[src/dtxt_pkg.sv]
// Package for the DNS TXT response parser: parse phases, parser state and
// result structs, verdict codes and header field positions. No dependencies.
`default_nettype none

package dtxt_pkg;

    typedef enum logic [3:0] {
        PH_HEADER = 4'd0,
        PH_QNAME  = 4'd1,
        PH_QLABEL = 4'd2,
        PH_QPTR   = 4'd3,
        PH_QTAIL  = 4'd4,
        PH_ANAME  = 4'd5,
        PH_ALABEL = 4'd6,
        PH_APTR   = 4'd7,
        PH_AFIXED = 4'd8,
        PH_RDLEN  = 4'd9,
        PH_TXTLEN = 4'd10,
        PH_TXT    = 4'd11,
        PH_DONE   = 4'd12,
        PH_IGNORE = 4'd13
    } t_phase;

    localparam logic [1:0] VERDICT_OK        = 2'd0;
    localparam logic [1:0] VERDICT_BAD_COUNT = 2'd1;
    localparam logic [1:0] VERDICT_TRUNC     = 2'd2;

    localparam logic [3:0] POS_ID_HI      = 4'd0;
    localparam logic [3:0] POS_ID_LO      = 4'd1;
    localparam logic [3:0] POS_QDCOUNT_HI = 4'd4;
    localparam logic [3:0] POS_QDCOUNT_LO = 4'd5;
    localparam logic [3:0] POS_ANCOUNT_HI = 4'd6;
    localparam logic [3:0] POS_ANCOUNT_LO = 4'd7;
    localparam logic [3:0] HEADER_LEN     = 4'd12;
    localparam logic [3:0] QTAIL_LEN      = 4'd4;
    localparam logic [3:0] AFIXED_LEN     = 4'd8;
    localparam logic [3:0] RDLEN_LEN      = 4'd2;

    localparam logic [7:0] PTR_MASK = 8'hC0;

    typedef struct packed {
        t_phase      phase;
        logic [3:0]  field_position;
        logic [7:0]  label_left;
        logic [15:0] data_length;
        logic [15:0] bytes_after_length;
        logic [7:0]  text_left;
        logic [15:0] held_id;
        logic        count_mismatch;
    } t_parse_state;

    localparam t_parse_state PARSE_RESET = '{
        phase:              PH_HEADER,
        field_position:     4'd0,
        label_left:         8'd0,
        data_length:        16'd0,
        bytes_after_length: 16'd0,
        text_left:          8'd0,
        held_id:            16'd0,
        count_mismatch:     1'b0
    };

    typedef struct packed {
        logic        has_result;
        logic [7:0]  text_byte;
        logic        text_valid;
        logic        packet_done;
        logic [1:0]  verdict;
        logic [15:0] message_id;
    } t_result;

endpackage

`default_nettype wire

[src/dtxt_step.sv]
// Next-state and result logic of the DNS TXT response parser for one byte.
// Depends on dtxt_pkg for the phase encoding and the state/result structs.
`default_nettype none

module dtxt_step (
    input  wire dtxt_pkg::t_parse_state i_state,
    input  wire logic [7:0]             i_byte,
    input  wire logic                   i_last,
    output dtxt_pkg::t_parse_state      o_state,
    output dtxt_pkg::t_result           o_result
);
    import dtxt_pkg::*;

    t_parse_state n_s;
    logic [7:0]   n_label;
    logic         tv;
    logic [1:0]   verdict;

    always_comb begin
        n_s     = i_state;
        n_label = i_state.label_left - {7'd0, (i_state.label_left != 8'd0)};
        tv      = 1'b0;
        verdict = VERDICT_OK;

        // Bytes after the data length are counted, saturating at all ones.
        if ((i_state.phase == PH_TXTLEN || i_state.phase == PH_TXT ||
             i_state.phase == PH_DONE) && i_state.bytes_after_length != 16'hFFFF) begin
            n_s.bytes_after_length = i_state.bytes_after_length + 16'd1;
        end

        unique case (i_state.phase)
            PH_HEADER: begin
                if (i_state.field_position == POS_ID_HI) begin
                    n_s.held_id[15:8] = i_byte;
                end else if (i_state.field_position == POS_ID_LO) begin
                    n_s.held_id[7:0] = i_byte;
                end else if ((i_state.field_position == POS_QDCOUNT_HI ||
                              i_state.field_position == POS_ANCOUNT_HI) &&
                             i_byte != 8'd0) begin
                    n_s.count_mismatch = 1'b1;
                end else if ((i_state.field_position == POS_QDCOUNT_LO ||
                              i_state.field_position == POS_ANCOUNT_LO) &&
                             i_byte != 8'd1) begin
                    n_s.count_mismatch = 1'b1;
                end
                n_s.field_position = i_state.field_position + 4'd1;
                if (n_s.field_position >= HEADER_LEN) begin
                    n_s.field_position = 4'd0;
                    n_s.phase = n_s.count_mismatch ? PH_IGNORE : PH_QNAME;
                end
            end
            PH_QNAME, PH_ANAME: begin
                if (i_byte == 8'd0) begin
                    n_s.phase = (i_state.phase == PH_QNAME) ? PH_QTAIL : PH_AFIXED;
                    n_s.field_position = 4'd0;
                end else if ((i_byte & PTR_MASK) == PTR_MASK) begin
                    n_s.phase = (i_state.phase == PH_QNAME) ? PH_QPTR : PH_APTR;
                end else begin
                    n_s.label_left = i_byte;
                    n_s.phase = (i_state.phase == PH_QNAME) ? PH_QLABEL : PH_ALABEL;
                end
            end
            PH_QLABEL, PH_ALABEL: begin
                n_s.label_left = n_label;
                if (n_label == 8'd0) begin
                    n_s.phase = (i_state.phase == PH_QLABEL) ? PH_QNAME : PH_ANAME;
                end
            end
            PH_QPTR: begin
                n_s.phase = PH_QTAIL;
                n_s.field_position = 4'd0;
            end
            PH_APTR: begin
                n_s.phase = PH_AFIXED;
                n_s.field_position = 4'd0;
            end
            PH_QTAIL: begin
                n_s.field_position = i_state.field_position + 4'd1;
                if (n_s.field_position >= QTAIL_LEN) begin
                    n_s.field_position = 4'd0;
                    n_s.phase = PH_ANAME;
                end
            end
            PH_AFIXED: begin
                n_s.field_position = i_state.field_position + 4'd1;
                if (n_s.field_position >= AFIXED_LEN) begin
                    n_s.field_position = 4'd0;
                    n_s.phase = PH_RDLEN;
                end
            end
            PH_RDLEN: begin
                n_s.data_length = {i_state.data_length[7:0], i_byte};
                n_s.field_position = i_state.field_position + 4'd1;
                if (n_s.field_position >= RDLEN_LEN) begin
                    n_s.field_position = 4'd0;
                    n_s.bytes_after_length = 16'd0;
                    n_s.phase = PH_TXTLEN;
                end
            end
            PH_TXTLEN: begin
                n_s.text_left = i_byte;
                n_s.phase = (i_byte == 8'd0) ? PH_DONE : PH_TXT;
            end
            PH_TXT: begin
                tv = 1'b1;
                n_s.text_left = i_state.text_left - {7'd0, (i_state.text_left != 8'd0)};
                if (n_s.text_left == 8'd0) begin
                    n_s.phase = PH_DONE;
                end
            end
            default: begin
            end
        endcase

        if (i_last) begin
            if (n_s.phase == PH_HEADER) begin
                verdict = VERDICT_TRUNC;
            end else if (n_s.count_mismatch) begin
                verdict = VERDICT_BAD_COUNT;
            end else if (n_s.phase == PH_DONE &&
                         n_s.bytes_after_length >= n_s.data_length) begin
                verdict = VERDICT_OK;
            end else begin
                verdict = VERDICT_TRUNC;
            end
        end

        o_result.has_result  = tv | i_last;
        o_result.text_byte   = tv ? i_byte : 8'd0;
        o_result.text_valid  = tv;
        o_result.packet_done = i_last;
        o_result.verdict     = verdict;
        o_result.message_id  = n_s.held_id;

        // At packet end everything but the held id returns to reset.
        o_state = n_s;
        if (i_last) begin
            o_state = PARSE_RESET;
            o_state.held_id = n_s.held_id;
        end
    end

endmodule

`default_nettype wire

[src/dns_txt_response_parser_unit.sv]
// Top level of the DNS TXT response parser: stream ports, parser state and
// result registers. Depends on dtxt_pkg and dtxt_step.
//
// Usage: packet bytes enter on the slave stream, one byte per request, with
// tlast on the final byte of each DNS response. The block checks the header
// (question and answer counts of one), skips the question and answer names
// and fixed fields, and forwards each TXT string byte as a result request on
// the master stream with tuser set. The request for the final byte carries
// tlast and a verdict: ok, bad counts, or truncated. Other bytes give no
// result. The message id rides along in every result.
//
// A result appears on the master side in the cycle after its byte is
// accepted. One byte is taken per cycle unless the receiver stalls; the
// parser state update between state and result registers is combinational.
// When the receiver stalls with a result pending, o_s_axis_tready drops
// until that result is taken; the pending result holds steady meanwhile.
// Reset (synchronous, active low) returns the parser to the header phase,
// clears the held id and empties the result register.
`default_nettype none

module dns_txt_response_parser_unit (
    input  wire logic        i_clk,
    input  wire logic        i_rst_n,
    input  wire logic        i_s_axis_tvalid,
    output logic             o_s_axis_tready,
    input  wire logic [7:0]  i_s_axis_tdata,   // [7:0] in_byte
    input  wire logic        i_s_axis_tlast,   // end_of_packet
    output logic             o_m_axis_tvalid,
    input  wire logic        i_m_axis_tready,
    output logic [31:0]      o_m_axis_tdata,   // [7:0] text_byte, [9:8] verdict,
                                               // [25:10] message_id, [31:26] zero
    output logic [0:0]       o_m_axis_tuser,   // [0] text_valid
    output logic             o_m_axis_tlast    // packet_done
);
    import dtxt_pkg::*;

    t_parse_state r_state;
    t_parse_state n_state;
    t_result      n_result;
    logic         in_acc;

    logic         r_out_valid;
    logic [31:0]  r_out_data;
    logic         r_out_user;
    logic         r_out_last;

    dtxt_step u_step (
        .i_state  (r_state),
        .i_byte   (i_s_axis_tdata),
        .i_last   (i_s_axis_tlast),
        .o_state  (n_state),
        .o_result (n_result)
    );

    // A new byte can enter whenever the result slot is empty or is being
    // drained in this cycle.
    assign o_s_axis_tready = ~r_out_valid | i_m_axis_tready;
    assign in_acc          = i_s_axis_tvalid & o_s_axis_tready;

    always_ff @(posedge i_clk) begin
        if (!i_rst_n) begin
            r_state     <= PARSE_RESET;
            r_out_valid <= 1'b0;
        end else begin
            if (in_acc) begin
                r_state <= n_state;
            end
            if (in_acc && n_result.has_result) begin
                r_out_valid <= 1'b1;
            end else if (i_m_axis_tready) begin
                r_out_valid <= 1'b0;
            end
        end
    end

    // Result payload; loaded only when a new result is produced.
    always_ff @(posedge i_clk) begin
        if (in_acc && n_result.has_result) begin
            r_out_data <= {6'd0, n_result.message_id, n_result.verdict, n_result.text_byte};
            r_out_user <= n_result.text_valid;
            r_out_last <= n_result.packet_done;
        end
    end

    assign o_m_axis_tvalid   = r_out_valid;
    assign o_m_axis_tdata    = r_out_data;
    assign o_m_axis_tuser[0] = r_out_user;
    assign o_m_axis_tlast    = r_out_last;

    // A verdict other than ok appears only on the packet-end result.
    a_verdict_only_at_end: assert property (@(posedge i_clk) disable iff (!i_rst_n)
        (o_m_axis_tvalid && !o_m_axis_tlast) |-> (o_m_axis_tdata[9:8] == VERDICT_OK))
        else $error("nonzero verdict on a result that is not packet end");

    // Every result is either a TXT byte or the packet-end report.
    a_result_has_reason: assert property (@(posedge i_clk) disable iff (!i_rst_n)
        o_m_axis_tvalid |-> (o_m_axis_tuser[0] || o_m_axis_tlast))
        else $error("result with neither text nor packet end");

    // After the final byte of a packet the parser is back in the header phase.
    a_restart_after_end: assert property (@(posedge i_clk) disable iff (!i_rst_n)
        (in_acc && i_s_axis_tlast) |=> (r_state.phase == PH_HEADER &&
                                        r_state.field_position == 4'd0 &&
                                        !r_state.count_mismatch))
        else $error("parser state not cleared after packet end");

    // An accepted byte that produces a result always shows up on the next cycle.
    a_result_registered: assert property (@(posedge i_clk) disable iff (!i_rst_n)
        (in_acc && n_result.has_result) |=> o_m_axis_tvalid)
        else $error("result lost after accepted byte");

endmodule

`default_nettype wire
[config.mk]
export PLATFORM = sky130hd
export DESIGN_NAME = dns_txt_response_parser_unit
export DESIGN_NICKNAME = d
export VERILOG_FILES = /design/src/dtxt_pkg.sv /design/src/dtxt_step.sv /design/src/dns_txt_response_parser_unit.sv
export SDC_FILE = /design/constraint.sdc
export NUM_CORES = 1
export LEC_CHECK = 0
export BUFFER_PORTS_ARGS = -buffer_cell sky130_fd_sc_hd__buf_2
export CORE_ASPECT_RATIO = 0.8
export CORE_UTILIZATION = 35
export CTS_CLUSTER_DIAMETER = 40
export DETAILED_ROUTE_END_ITERATION = 10
export GPL_TIMING_DRIVEN = 0
export SLEW_MARGIN = 0
export SYNTH_ARGS = -nofsm -noshare
export SYNTH_HDL_FRONTEND = slang
export SYNTH_SLANG_ARGS = --single-unit
[constraint.sdc]
create_clock -name i_clk -period 6.6 [get_ports i_clk]
set_input_delay 0.33 -clock i_clk [delete_from_list [all_inputs] [get_ports i_clk]]
set_output_delay 0.33 -clock i_clk [all_outputs]
set_load 0.02 [all_outputs]
# After elaboration in Yosys (flattened, before gate mapping)

Cells that the tools add are included.

Bits in registers: 102
Input bits: 13
Logic and storage cells: 121

Reductions and logical operators: 29
Equality and inequality tests: 24
Mux-type cells: 39
$add $sub $neg: 4
Bitwise logic cells: 5
Order comparisons: 5

Operators with widths:

| cell                                          | number |
|---|---|
| two-way mux 73 bit                            | 1 |
| two-way mux 8 bit                             | 8 |
| one-hot mux 4 bit (10 select lines)           | 1 |
| == test 4 x 3 -> 1 bit, second input constant | 8 |
| two-way mux 16 bit                            | 2 |
| two-way mux 32 bit                            | 1 |
| one-hot mux 8 bit (2 select lines)            | 2 |
| two-way mux 4 bit                             | 7 |
| == test 4 bit, second input constant          | 6 |
| zero test 8 bit                               | 3 |
| one-hot mux 4 bit (6 select lines)            | 1 |
| nonzero test 8 bit                            | 3 |
| two-way mux 9 bit                             | 2 |
| two-way mux 17 bit                            | 1 |
| adder 16 x 1 -> 16 bit, second input constant | 1 |
| >= comparator 16 bit                          | 1 |
| != test 16 bit, second input constant         | 1 |
| subtractor 8 x 1 -> 8 bit                     | 2 |
| zero test 4 bit                               | 3 |
| two-way mux 3 bit                             | 4 |
| == test 4 x 1 -> 1 bit, second input constant | 2 |
| == test 4 x 2 -> 1 bit, second input constant | 2 |
| >= comparator 4 bit, second input constant    | 2 |
| != test 8 x 1 -> 1 bit, second input constant | 1 |
| other kinds (20)                              | 41 |

# Longest topological paths before layout

Gate-level depths: netlist of run 1.

Depth in word-level cells: 16
Mapped depth: 15

# By module

A second synthesis of run 1 with hierarchy kept.

Cells, all modules: 831
Area, all modules: 6930.4 sq um

Modules (own cells, without submodules):

| module                       | cells each | times used | area each (sq um) |
|---|---|---|---|
| dns_txt_response_parser_unit | 357        | 1          | 3913.8 |
| dtxt_step                    | 474        | 1          | 3016.6 |

# Worst setup path after synthesis of run 1

No wires, ideal clock.

Kind: register to register
Start: register r_state[33] (netlist bit)
End: register r_out_data[9], in the netlist o_m_axis_tdata[9] (data pin)
Library setup time: 0.158 ns
Cell stages (with the launch flop): 16
Setup slack: 3.446 ns
Required time: 6.442 ns
Path buffers: 1
Arrival: 2.995 ns
Cells stage by stage: dfxtp_1 > clkbuf_1 > and4_1 > nand4_1 > o21a_1 > and2_1 > nand4_1 > xor2_1 > nor2_1 > ha_1 > a2111o_1 > a31oi_1 > o21ai_0 > a21oi_1 > nor3_1 > a211oi_2

Cells in the longest elaborated chain, start to end: 10
Elaborated cells between the ends (all ways): 11
Those cells by class: add/sub (1); order compare (1); eq/ne (1); mux (6); reduce/logical (2)

RTL lines:

| element                                                                        | RTL line                           | text |
|---|---|---|
| from (decl)                                                                    | dns_txt_response_parser_unit.sv:37 | `t_parse_state r_state;` |
| from (signal assigned)                                                         | dns_txt_response_parser_unit.sv:66 | `r_state <= n_state;` |
| parallel branches: the longest is 2 deep, another holds adder 16 x 1 -> 16 bit | --                                 |  |
| two-way mux 16 bit (*)                                                         | dtxt_step.sv:26                    | `if ((i_state.phase == PH_TXTLEN \|\| i_state.phase == PH_TXT \|\|` |
| two-way mux 16 bit                                                             | dtxt_step.sv:94                    | `if (n_s.field_position >= RDLEN_LEN) begin` |
| two-way mux 32 bit (*)                                                         | dtxt_step.sv:31                    | `unique case (i_state.phase)` |
| >= comparator 16 bit (*)                                                       | dtxt_step.sv:121                   | `n_s.bytes_after_length >= n_s.data_length) begin` |
| logical AND 1 bit (*)                                                          | dtxt_step.sv:120                   | `end else if (n_s.phase == PH_DONE &&` |
| two-way mux 2 bit (*)                                                          | dtxt_step.sv:120                   |  |
| two-way mux 2 bit (*)                                                          | dtxt_step.sv:118                   | `end else if (n_s.count_mismatch) begin` |
| two-way mux 2 bit (*)                                                          | dtxt_step.sv:116                   | `if (n_s.phase == PH_HEADER) begin` |
| to (signal assigned)                                                           | dns_txt_response_parser_unit.sv:79 | `r_out_data <= {6'd0, n_result.message_id, n_result.verdict, n_result.text_byte};` |
| to (decl)                                                                      | dns_txt_response_parser_unit.sv:43 | `logic [31:0] r_out_data;` |

Mark *: on every way between the ends.
A chain may end at the register's enable or synchronous reset.

# Final worst setup path of run 1

Start: register r_state[70] (netlist bit)
End: register r_out_data[9], in the netlist o_m_axis_tdata[9] (data pin)

Cells in the longest elaborated chain, start to end: 12
Elaborated cells between the ends (all ways): 42
Those cells by class: order compare (1); eq/ne (13); mux (20); reduce/logical (8)

RTL lines:

| element                       | RTL line                         | text |
|---|---|---|
| == test 4 bit                 | dtxt_step.sv:26, dtxt_step.sv:31 |  |
| logical OR 1 bit (2 in a row) | dtxt_step.sv:26                  |  |
| logical AND 1 bit             | dtxt_step.sv:27                  | `i_state.phase == PH_DONE) && i_state.bytes_after_length != 16'hFFFF) begin` |
| two-way mux 16 bit            | dtxt_step.sv:26                  |  |
| two-way mux 16 bit            | dtxt_step.sv:94                  |  |
| two-way mux 32 bit            | dtxt_step.sv:31                  |  |
| >= comparator 16 bit          | dtxt_step.sv:121                 |  |
| logical AND 1 bit             | dtxt_step.sv:120                 |  |
| two-way mux 2 bit             | dtxt_step.sv:120                 |  |
| two-way mux 2 bit             | dtxt_step.sv:118                 |  |
| two-way mux 2 bit (*)         | dtxt_step.sv:116                 |  |

Mark *: on every way between the ends. The rest lies on a longest branch, timed or not.

==> flow_summary.json, run 1 <==
{
  "status": "finished, final reports clean",
  "ys.flop_type": "dfxtp_1",
  "cts_setup_buffers": 0,
  "drive_gt1_share_pct": 11.8,
  "cts_resized": 0,
  "overflow": 0,
  "path_max_fanout": 10,
  "grt_max_degree": 29,
  "routed-via-count": 5342,
  "rsz0062_at_grt": "false",
  "maxSlewHeadroom_pct": 29.6,
  "clock_path_buffers": 2,
  "drc": 0,
  "cp-start-kind": "flip-flop",
  "die_w_um": 150,
  "die_h_um": 121,
  "grt_pass1_wl_um": 27100,
  "setup_viol": 0,
  "finalHoldViolations": 0,
  "synth-edff-count": 28,
  "fin_worst_skew_ns": 0.00851,
  "synth_top_area_share_pct": 24.1,
  "insertion_delay_ns": 0.35,
  "synth.top_cells.by_count": "dfxtp_1 (74), nand2_1 (70), nor2_1 (54), o21ai_0 (51), clkbuf_1 (38)",
  "vdd_drop_max_v": 0.000134,
  "slew_viol_final": 0,
  "path_class": "reg2reg",
  "arrival_ns": 4.31,
  "drt_iter0_drc": 370,
  "cap_violations": 0,
  "worstPathRequired_ns": 6.75,
  "cts.clk_slew.worst_paths_ns": 0.08,
  "ios": 49,
  "syn2layout_area_growth_pct": 12.8,
  "postSynthCellCount": 706,
  "hold_path.class": "in2reg",
  "clock_sinks": 102,
  "ys_types": 63,
  "tns_ns": 0,
  "die_area_um2": 18100,
  "syn_area_per_cell_um2": 8.72,
  "grt_pass1_vias": 4812,
  "numCtsBuffers": 9,
  "syn-cell-area_um2": 6160,
  "cts_tree": "built",
  "portBuffers": 41,
  "routedWlPerCell_um": 17.2,
  "track_usage_pct": 19.5,
  "yosys.area.top_type": "dfxtp_1",
  "drtAntennaViolNets": 0,
  "cts-root-buf": "clkbuf_16",
  "tightest_slew_ns": 1.05,
  "final_area_um2": 6950,
  "synth.most_common_cell": "dfxtp_1",
  "max_freq_mhz": 241,
  "final.min_clock_period_ns": 4.15,
  "cellPowerDensity_nw_per_um2": 207,
  "dr.pass1.iters": 5,
  "cp-end-kind": "flip-flop",
  "htreeDepth": 3,
  "synth_warnings": 0,
  "fp-row-count": 42,
  "core_area_um2": 16900,
  "wl_um": 17000,
  "antenna_found_initial": 1,
  "layout.nets": 803,
  "synth.area.top_cells": "dfxtp_1 (24%), edfxtp_1 (14%), ha_1 (5.5%), nand2_1 (4.3%), o21ai_0 (4.1%)",
  "vias_per_cell": 5.41,
  "async_reset_ff_share_pct": 0,
  "placedInstanceArea_um2": 6660,
  "gp_congestion": 0.948,
  "initial_utilization_pct": 36.5,
  "yosys_register_bits": 102,
  "final.period_utilization_pct": 62.9,
  "antenna_cells": 0,
  "fillers": 1687,
  "yosysSeqAreaShare_pct": 37.7,
  "cts_hold_buf": 0,
  "leakage_nw": 2.73,
  "dp_hpwl_um": 12400
}
## through the flow
step	cells	total power (W)	hold slack (ns)	setup WS (ns)	utilization, %
finish	988	0.00144	0.174	2.45	41.2
detailed placement	972	0.000910	0.485	2.57	39.5
global route	988	0.00150	0.161	2.32	41.2
global placement	972	0.000909	0.474	2.54	39.5
floorplan	711	0.000843	0.429	3.45	-
CTS	988	0.00145	0.164	2.52	41.2
## report_power, final
part	internal [W]	switching, W	leakage (nW)	total, W
logic	0.0000779	0.000145	1.72	0.000223
clock network	0.000265	0.000273	0.141	0.000539
registers	0.000666	0.0000109	0.869	0.000677
## critical path, cell delays in order, from the launching register on
cell	delay, ns
dfxtp_1	0.33
buf_2	0.18
nor2_1	0.43
nand3_1	0.36
a21oi_1	0.62
clkbuf_1	0.36
nor2_1	0.10
ha_1	0.31
a2111o_1	0.42
a31oi_1	0.13
o21ai_0	0.10
a21oi_1	0.21
nor3_1	0.09
a211oi_2	0.33
## sequential cells by signal, summed over array words and instances, names as in the netlist
signal,flops
r_state,73
o_m_axis_tdata,26
o_m_axis_tlast,1
o_m_axis_tvalid,1
o_m_axis_tuser,1
## cell usage in the layout (no fill, tap or decap), types with 5 or more instances in the layout
cell type | synthesis | layout
dfxtp_1 | 74 | 74
nand2_1 | 70 | 70
nor2_1 | 54 | 54
o21ai_0 | 51 | 51
buf_2 | 3 | 44
clkbuf_1 | 38 | 38
and2_1 | 33 | 33
a21oi_1 | 28 | 28
edfxtp_1 | 28 | 28
ha_1 | 27 | 27
nor2b_1 | 21 | 21
mux2i_1 | 17 | 17
mux2_2 | 17 | 17
xor2_1 | 16 | 16
nor3_1 | 16 | 16
inv_1 | 15 | 15
nand2b_1 | 13 | 13
a21boi_0 | 13 | 13
and3_1 | 12 | 12
nand3_1 | 12 | 12
nand4_1 | 11 | 11
nor3b_1 | 11 | 11
o211a_1 | 10 | 10
a22oi_1 | 10 | 10
xnor2_1 | 9 | 9
a21o_1 | 9 | 9
clkbuf_16 | 0 | 9
o21a_1 | 8 | 8
or3_1 | 8 | 8
o31ai_1 | 7 | 7
buf_4 | 6 | 6
conb_1 | 1 | 6
nand3b_1 | 5 | 5
o22ai_1 | 5 | 5
## cells by family after synthesis
kind of cell / synth area share, %
other: 0.0609
AOI/OAI and AO/OA: 18.9
and+or+nand+nor: 24.1
muxes: 5.87
adders and majority gates: 5.48
DFF: 37.7
xor gates and xnor gates: 3.55
buffers and inverters: 4.27
## worst paths after layout
check,startpoint,to,slack [ns],cells past startpoint
max,r_state[70],o_m_axis_tdata[9],2.45,13
min,i_s_axis_tlast,o_m_axis_tlast,0.17,1
max reg2reg,r_state[70],o_m_axis_tdata[9],2.45,13
min reg2reg,r_state[12],r_state[12],0.50,2
## layer usage
layer	routed length (um)	up-vias	track usage, %	part of all wire [%]
met5	0	-	0	0
met4	142	0	3.91	0.84
met3	1430	14	4.60	8.4
met2	6580	179	26.4	39
met1	8830	2499	30.6	52
li1	-	2650	-	-
## area by class of cell
class	count	area (um^2)	area share [%]
Tap cell	220	275	3.96
Sequential cell	102	2320	33.4
Multi-Input combinational cell	546	3590	51.7
Buffer	48	206	2.97
Clock buffer	9	225	3.24
Timing Repair Buffer	41	205	2.95
Inverter	15	56.3	0.810
Clock inverter	7	66.3	0.954
Power figures use the tool's default switching activity.
==> run 2, diff against run 1 <==
ABC_AREA = 1   (was unset)
clock period = 4.33 ns   (was 6.6 ns; I/O delays follow)
==> flow_summary.json, run 2 <==
{
  "fp-row-count": 42,
  "cts.clk_slew.worst_paths_ns": 0.08,
  "async_reset_ff_share_pct": 0,
  "numCtsBuffers": 9,
  "syn-cell-area_um2": 6100,
  "die_area_um2": 18000,
  "die_h_um": 120,
  "cts_tree": "built",
  "cts_setup_buffers": 0,
  "gp_congestion": 0.865,
  "tightest_slew_ns": 0.665,
  "fin_util_pct": 41.2,
  "worstPathRequired_ns": 4.54,
  "grt_pass1_wl_um": 26500,
  "status": "finished, final reports clean",
  "antenna_cells": 0,
  "cts-root-buf": "clkbuf_16",
  "routedWlPerCell_um": 14.6,
  "r2r_end": "o_m_axis_tdata[9]",
  "path_class": "reg2reg",
  "cts_hold_buf": 0,
  "whs_endpoint": "o_m_axis_tvalid",
  "grt_use_met3_pct": 4.18,
  "core_area_um2": 16800,
  "holdPathStages": 4,
  "final.min_clock_period_ns": 3.42,
  "drc": 0,
  "ys.flop_type": "dfxtp_1",
  "internal-power_w": 0.00152,
  "ys_types": 47,
  "largest_reg_flops": 73,
  "net-switching-power_w": 0.000641,
  "wl_um": 16800,
  "dr.pass1.iters": 6,
  "slew_viol_final": 0,
  "use_met1_pct": 30.0,
  "setup_viol": 0,
  "yosys_register_bits": 102,
  "initial_utilization_pct": 36.3,
  "layout_commonest_cell": "nand2_1",
  "htreeDepth": 3,
  "min_from": "i_m_axis_tready",
  "cap_violations": 0,
  "cts_resized": 0,
  "overflow": 0,
  "cp-start-kind": "flip-flop",
  "hold_path.class": "in2reg",
  "pwr-share-clk_pct": 38.5,
  "path_max_fanout": 10,
  "reg2reg_depth": 22,
  "synth.area.top_cells": "dfxtp_1 (24%), edfxtp_1 (14%), nand2_1 (12%), a21oi_1 (6.2%), inv_1 (6.2%)",
  "vias_per_cell": 5.00,
  "ios": 49,
  "setup_slack_ns": 0.910,
  "yosys.area.top_type": "dfxtp_1",
  "synth.most_common_cell": "nand2_1",
  "track_usage_pct": 19.2,
  "syn2layout_area_growth_pct": 13.6,
  "arrival_ns": 3.63,
  "final.period_utilization_pct": 79.0,
  "final_area_um2": 6930,
  "drt_iter0_drc": 560,
  "timing.reg2reg.setup_slack_ns": 0.91,
  "max_freq_mhz": 292,
  "portBuffers": 42,
  "leakage_nw": 2.89,
  "die_w_um": 150,
  "dp_hpwl_um": 12600,
  "synth_top_area_share_pct": 24.3,
  "clock_path_buffers": 2,
  "switching_share_pct": 29.7,
  "drive_gt1_share_pct": 13.6,
  "vdd_drop_max_v": 0.000168,
  "maxSlewHeadroom_pct": 55.7,
  "cp-end-kind": "flip-flop",
  "grt_busiest_layer": "met1",
  "clock_sinks": 102,
  "antenna_found_initial": 0,
  "post-place-ws_ns": 0.954,
  "synth_warnings": 0,
  "layout.nets": 959,
  "insertion_delay_ns": 0.36,
  "p_seq_share_pct": 47.8,
  "synth.top_cells.by_count": "nand2_1 (199), inv_1 (100), nor2_1 (97), a21oi_1 (76), dfxtp_1 (74)",
  "r2r-start": "r_state[25]",
  "postSynthCellCount": 860,
  "routed-via-count": 5722,
  "comb_power_share_pct": 13.7,
  "synth-edff-count": 28,
  "layout_common_cells": "nand2_1 (199), inv_1 (100), nor2_1 (97), a21oi_1 (76), dfxtp_1 (74)",
  "drtAntennaViolNets": 0,
  "largest_register": "r_state",
  "tns_ns": 0,
  "cellPowerDensity_nw_per_um2": 311,
  "placedInstanceArea_um2": 6630,
  "fin_worst_skew_ns": 0.00718,
  "grt_max_degree": 30,
  "grt_pass1_vias": 4921,
  "finalHoldViolations": 0,
  "met2_usage_pct": 26.2,
  "syn_area_per_cell_um2": 7.09,
  "yosysSeqAreaShare_pct": 38.1,
  "rsz0062_at_grt": "false"
}
==> run 2: cell count changes in the layout (fill, tap and decap cells not counted), moves of 21 or more <==
cell / change
nand2_1: +129
inv_1: +85
a21oi_1: +48
nor2_1: +43
and2_1: -32
clkbuf_1: -21
nand3_1: +21
nor2b_1: -21
==> run 2: kinds of logic after synthesis <==
group,count (synthesis),synth area share (%)
xor gates and xnor gates,13,1.87
DFF,102,38.1
other,1,0.0615
adders and majority gates,27,5.54
buffers and inverters,147,10.0
and+or+nand+nor,386,27.7
AOI/OAI and AO/OA,184,16.7
==> run 2: critical path, stage by stage, from the launching register on <==
cell and delay (ns):
dfxtp_1 0.48, ha_1 0.19, inv_1 0.07, nor2_2 0.16, nand2_1 0.08, nor2_2 0.10, nand3_1 0.12, nand2_4 0.16
inv_4 0.05, buf_8 0.14, nand3_1 0.09, xor2_1 0.18, nor2_2 0.06, ha_1 0.29, a21oi_1 0.16, o21ai_0 0.09
a21oi_1 0.21, o21ai_0 0.11, a21oi_1 0.16, nor2_1 0.07, nand3_1 0.08, nand2_1 0.06, a21oi_1 0.15
==> run 2: how the worst max path moves through the flow <==
stage                      startpoint           endpoint  slack [ns]  depth (start not counted)
final                     r_state[25]  o_m_axis_tdata[9]        0.91                         22
after global routing      r_state[65]  o_m_axis_tdata[9]        0.62                         20
after CTS                 r_state[65]  o_m_axis_tdata[9]        0.92                         20
after detailed placement  r_state[65]  o_m_axis_tdata[9]        0.95                         20
after global placement    r_state[70]        r_state[22]        0.91                         11
after floorplan           r_state[25]  o_m_axis_tdata[9]        1.49                         22
==> run 2: power groups by stage <==
| stage | Combinational [W] | Clock [W] | Sequential, W |
|---|---|---|---|
| after global placement | 0.000287 | 0 | 0.00105 |
| final | 0.000295 | 0.000831 | 0.00103 |
| after detailed placement | 0.000290 | 0 | 0.00105 |
| after global routing | 0.000329 | 0.000886 | 0.00103 |
| after CTS | 0.000292 | 0.000849 | 0.00103 |
| after floorplan | 0.000183 | 0 | 0.00107 |
==> run 2: final cells by class <==
| cell class | count | area [um^2] |
|---|---|---|
| timing repair buffer | 43 | 230 |
| tap | 220 | 275 |
| fill | 1747 | 9890 |
| clock buffer | 9 | 225 |
| sequential | 102 | 2320 |
| inverter | 112 | 423 |
| clock inverter | 7 | 71.3 |
| multi-input combinational | 616 | 3190 |
| buffer | 35 | 188 |
==> run 2: stage by stage <==
stage               hold WS, ns  cells  power, W
finish                    0.151   1144   0.00216
CTS                       0.145   1144   0.00217
global placement          0.449   1127   0.00134
floorplan                 0.315    865   0.00125
global route              0.187   1144   0.00225
detailed placement        0.453   1128   0.00134
==> run 2: routing by layer <==
layer	wire length, um	vias up
li1	-	2935
met1	8700	2611
met2	6730	163
met3	1140	13
met4	183	0
met5	0	-
==> run 3, diff against run 2 <==
clock period = 2.8 ns   (was 4.33 ns; I/O delays follow)
==> flow_summary.json, run 3 (same netlist as run 2, synthesis figures left out) <==
{
  "grt_pass1_vias": 5201,
  "fillers": 1727,
  "cp_cell_sequence": "ha_4, inv_2, nor2_4, nand2_1, nor2_2, nand3_2, nand2_4, buf_6, nor3_4, nand2_1, xor2_1, nor2_2, ha_1, nand2_2, nor2_2, a21oi_2, o21ai_1, a21oi_1, nor2_1, nand3_1, nand2_1, a21oi_1",
  "path_class": "reg2reg",
  "slowest_delay_ns": 0.37,
  "final.period_utilization_pct": 105,
  "rsz0062_at_grt": "true",
  "cp-startpoint": "r_state[26]",
  "slew_viol_final": 0,
  "tightest_slew_ns": 0.694,
  "cts.clk_slew.worst_paths_ns": 0.08,
  "core_area_um2": 16800,
  "crit_end": "o_m_axis_tdata[9]",
  "r2r_end": "o_m_axis_tdata[9]",
  "fin_worst_skew_ns": 0.00865,
  "detail_route.wirelength.met1_um": 9060,
  "final.min_clock_period_ns": 2.95,
  "antenna_cells": 0,
  "maxSlewHeadroom_pct": 53.7,
  "dp.cells": 1128,
  "hold_path.class": "in2reg",
  "gp_congestion": 0.870,
  "die_w_um": 150,
  "drtAntennaViolNets": 0,
  "path_max_fanout": 6,
  "tns_ns": -0.153,
  "worstPathRequired_ns": 3.01,
  "placedInstanceArea_um2": 6630,
  "crit_buf_inv": 2,
  "drc": 0,
  "clock_sinks": 102,
  "drive_gt1_share_pct": 23.8,
  "drt_iter0_drc": 485,
  "initial_utilization_pct": 36.3,
  "whs_ns": 0.0684,
  "grt_max_degree": 30,
  "wl_met3_um": 1140,
  "largest_register": "r_state",
  "portBuffers": 42,
  "final_area_um2": 7560,
  "layout_common_cells": "nand2_1 (187), inv_1 (97), nor2_1 (86), a21oi_1 (71), dfxtp_1 (59)",
  "slowest_stage": "dfxtp_4",
  "r2r-start": "r_state[26]",
  "p_total_w": 0.00336,
  "routedWlPerCell_um": 15.1,
  "reg2reg_depth": 22,
  "setup_viol": 1,
  "fp-row-count": 42,
  "cts-root-buf": "clkbuf_16",
  "timing.reg2reg.setup_slack_ns": -0.15,
  "vdd_drop_max_v": 0.000306,
  "cp-end-kind": "flip-flop",
  "htreeDepth": 3,
  "cp-start-kind": "flip-flop",
  "wl_um": 17800,
  "layout_commonest_cell": "nand2_1",
  "dp_hpwl_um": 12600,
  "vias_per_cell": 5.07,
  "syn2layout_area_growth_pct": 24.0,
  "finalHoldViolations": 0,
  "overflow": 0,
  "layout.nets": 992,
  "routed-via-count": 5962,
  "cap_violations": 0,
  "die_h_um": 120,
  "insertion_delay_ns": 0.36,
  "instances_no_fill": 1177,
  "setup_slack_ns": -0.153,
  "grt_pass1_wl_um": 27800,
  "cellPowerDensity_nw_per_um2": 444,
  "cp.depth": 22,
  "numCtsBuffers": 9,
  "largest_reg_flops": 73,
  "status": "finished, violations left",
  "violations": "setup timing",
  "ios": 49,
  "die_area_um2": 18000,
  "clock_path_buffers": 2,
  "max_freq_mhz": 339,
  "highest_layer": "met4",
  "leakage_nw": 3.18,
  "met2_length_um": 7500,
  "arrival_ns": 3.17,
  "antenna_found_initial": 0,
  "cts_tree": "built",
  "dr.pass1.iters": 6,
  "crit_family": "simple AND/OR/NAND/NOR gates",
  "track_usage_pct": 20.1
}
## run 3: cell types whose count changed in the layout (fill, tap and decap cells not counted), sizes merged
cell,change
clkbuf,+2
buf,+31
## run 3: routing by layer
layer | track usage, % | vias up
li1 | - | 2997
met1 | 30.6 | 2782
met2 | 28.8 | 176
met3 | 4.60 | 7
met4 | 3.32 | 0
met5 | 0 | -
## run 3: stage by stage
step	setup WS [ns]	util, %
after floorplan	0.00991	-
after global placement	-0.541	39.3
after detailed placement	-0.601	39.4
after CTS	-0.185	43.2
after global routing	-0.335	45.0
final	-0.153	45.0
## run 3: final cells by class
cell class	count	area, um^2	area share, %
Multi-Input combinational cell	616	3490	46.2
Inverter	112	428	5.66
Timing Repair Buffer	76	502	6.63
Buffer	35	218	2.88
Clock buffer	9	225	2.98
Clock inverter	7	68.8	0.910
Tap cell	220	275	3.64
Sequential cell	102	2350	31.1
## run 3: worst min path at each step
| stage | startpoint | endpoint | slack (ns) | cells past startpoint |
|---|---|---|---|---|
| after floorplan | i_s_axis_tlast | o_m_axis_tlast | 0.24 | 0 |
| after global placement | i_rst_n | r_state[59] | 0.44 | 3 |
| after detailed placement | i_rst_n | r_state[59] | 0.45 | 3 |
| after CTS | i_rst_n | r_state[59] | 0.06 | 3 |
| after global routing | i_rst_n | r_state[59] | 0.08 | 3 |
| final | i_rst_n | r_state[59] | 0.07 | 3 |
## run 3: what timing repair did
action	CTS	global route
setup endpoints to repair	2	2
resized for setup	50	61
gates cloned	1	0
setup buffers	20	12
hold buffers	0	0
pin swaps	21	21
## run 3: power by group
group / switching (W) / total, W / internal, W
combinational: 0.000330 / 0.000485 / 0.000155
sequential: 0.0000250 / 0.00159 / 0.00157
clock: 0.000647 / 0.00128 / 0.000635
total: 0.00100 / 0.00336 / 0.00236
## run 3: worst reg2reg max path, delay by kind of cell, from the launching register on
kind	cells	cell delay [ns]
xor gates and xnor gates	1	0.18
and+or+nand+nor	13	1.09
DFF	1	0.37
buffers and inverters	2	0.20
adders and majority gates	2	0.40
AOI/OAI and AO/OA	4	0.56
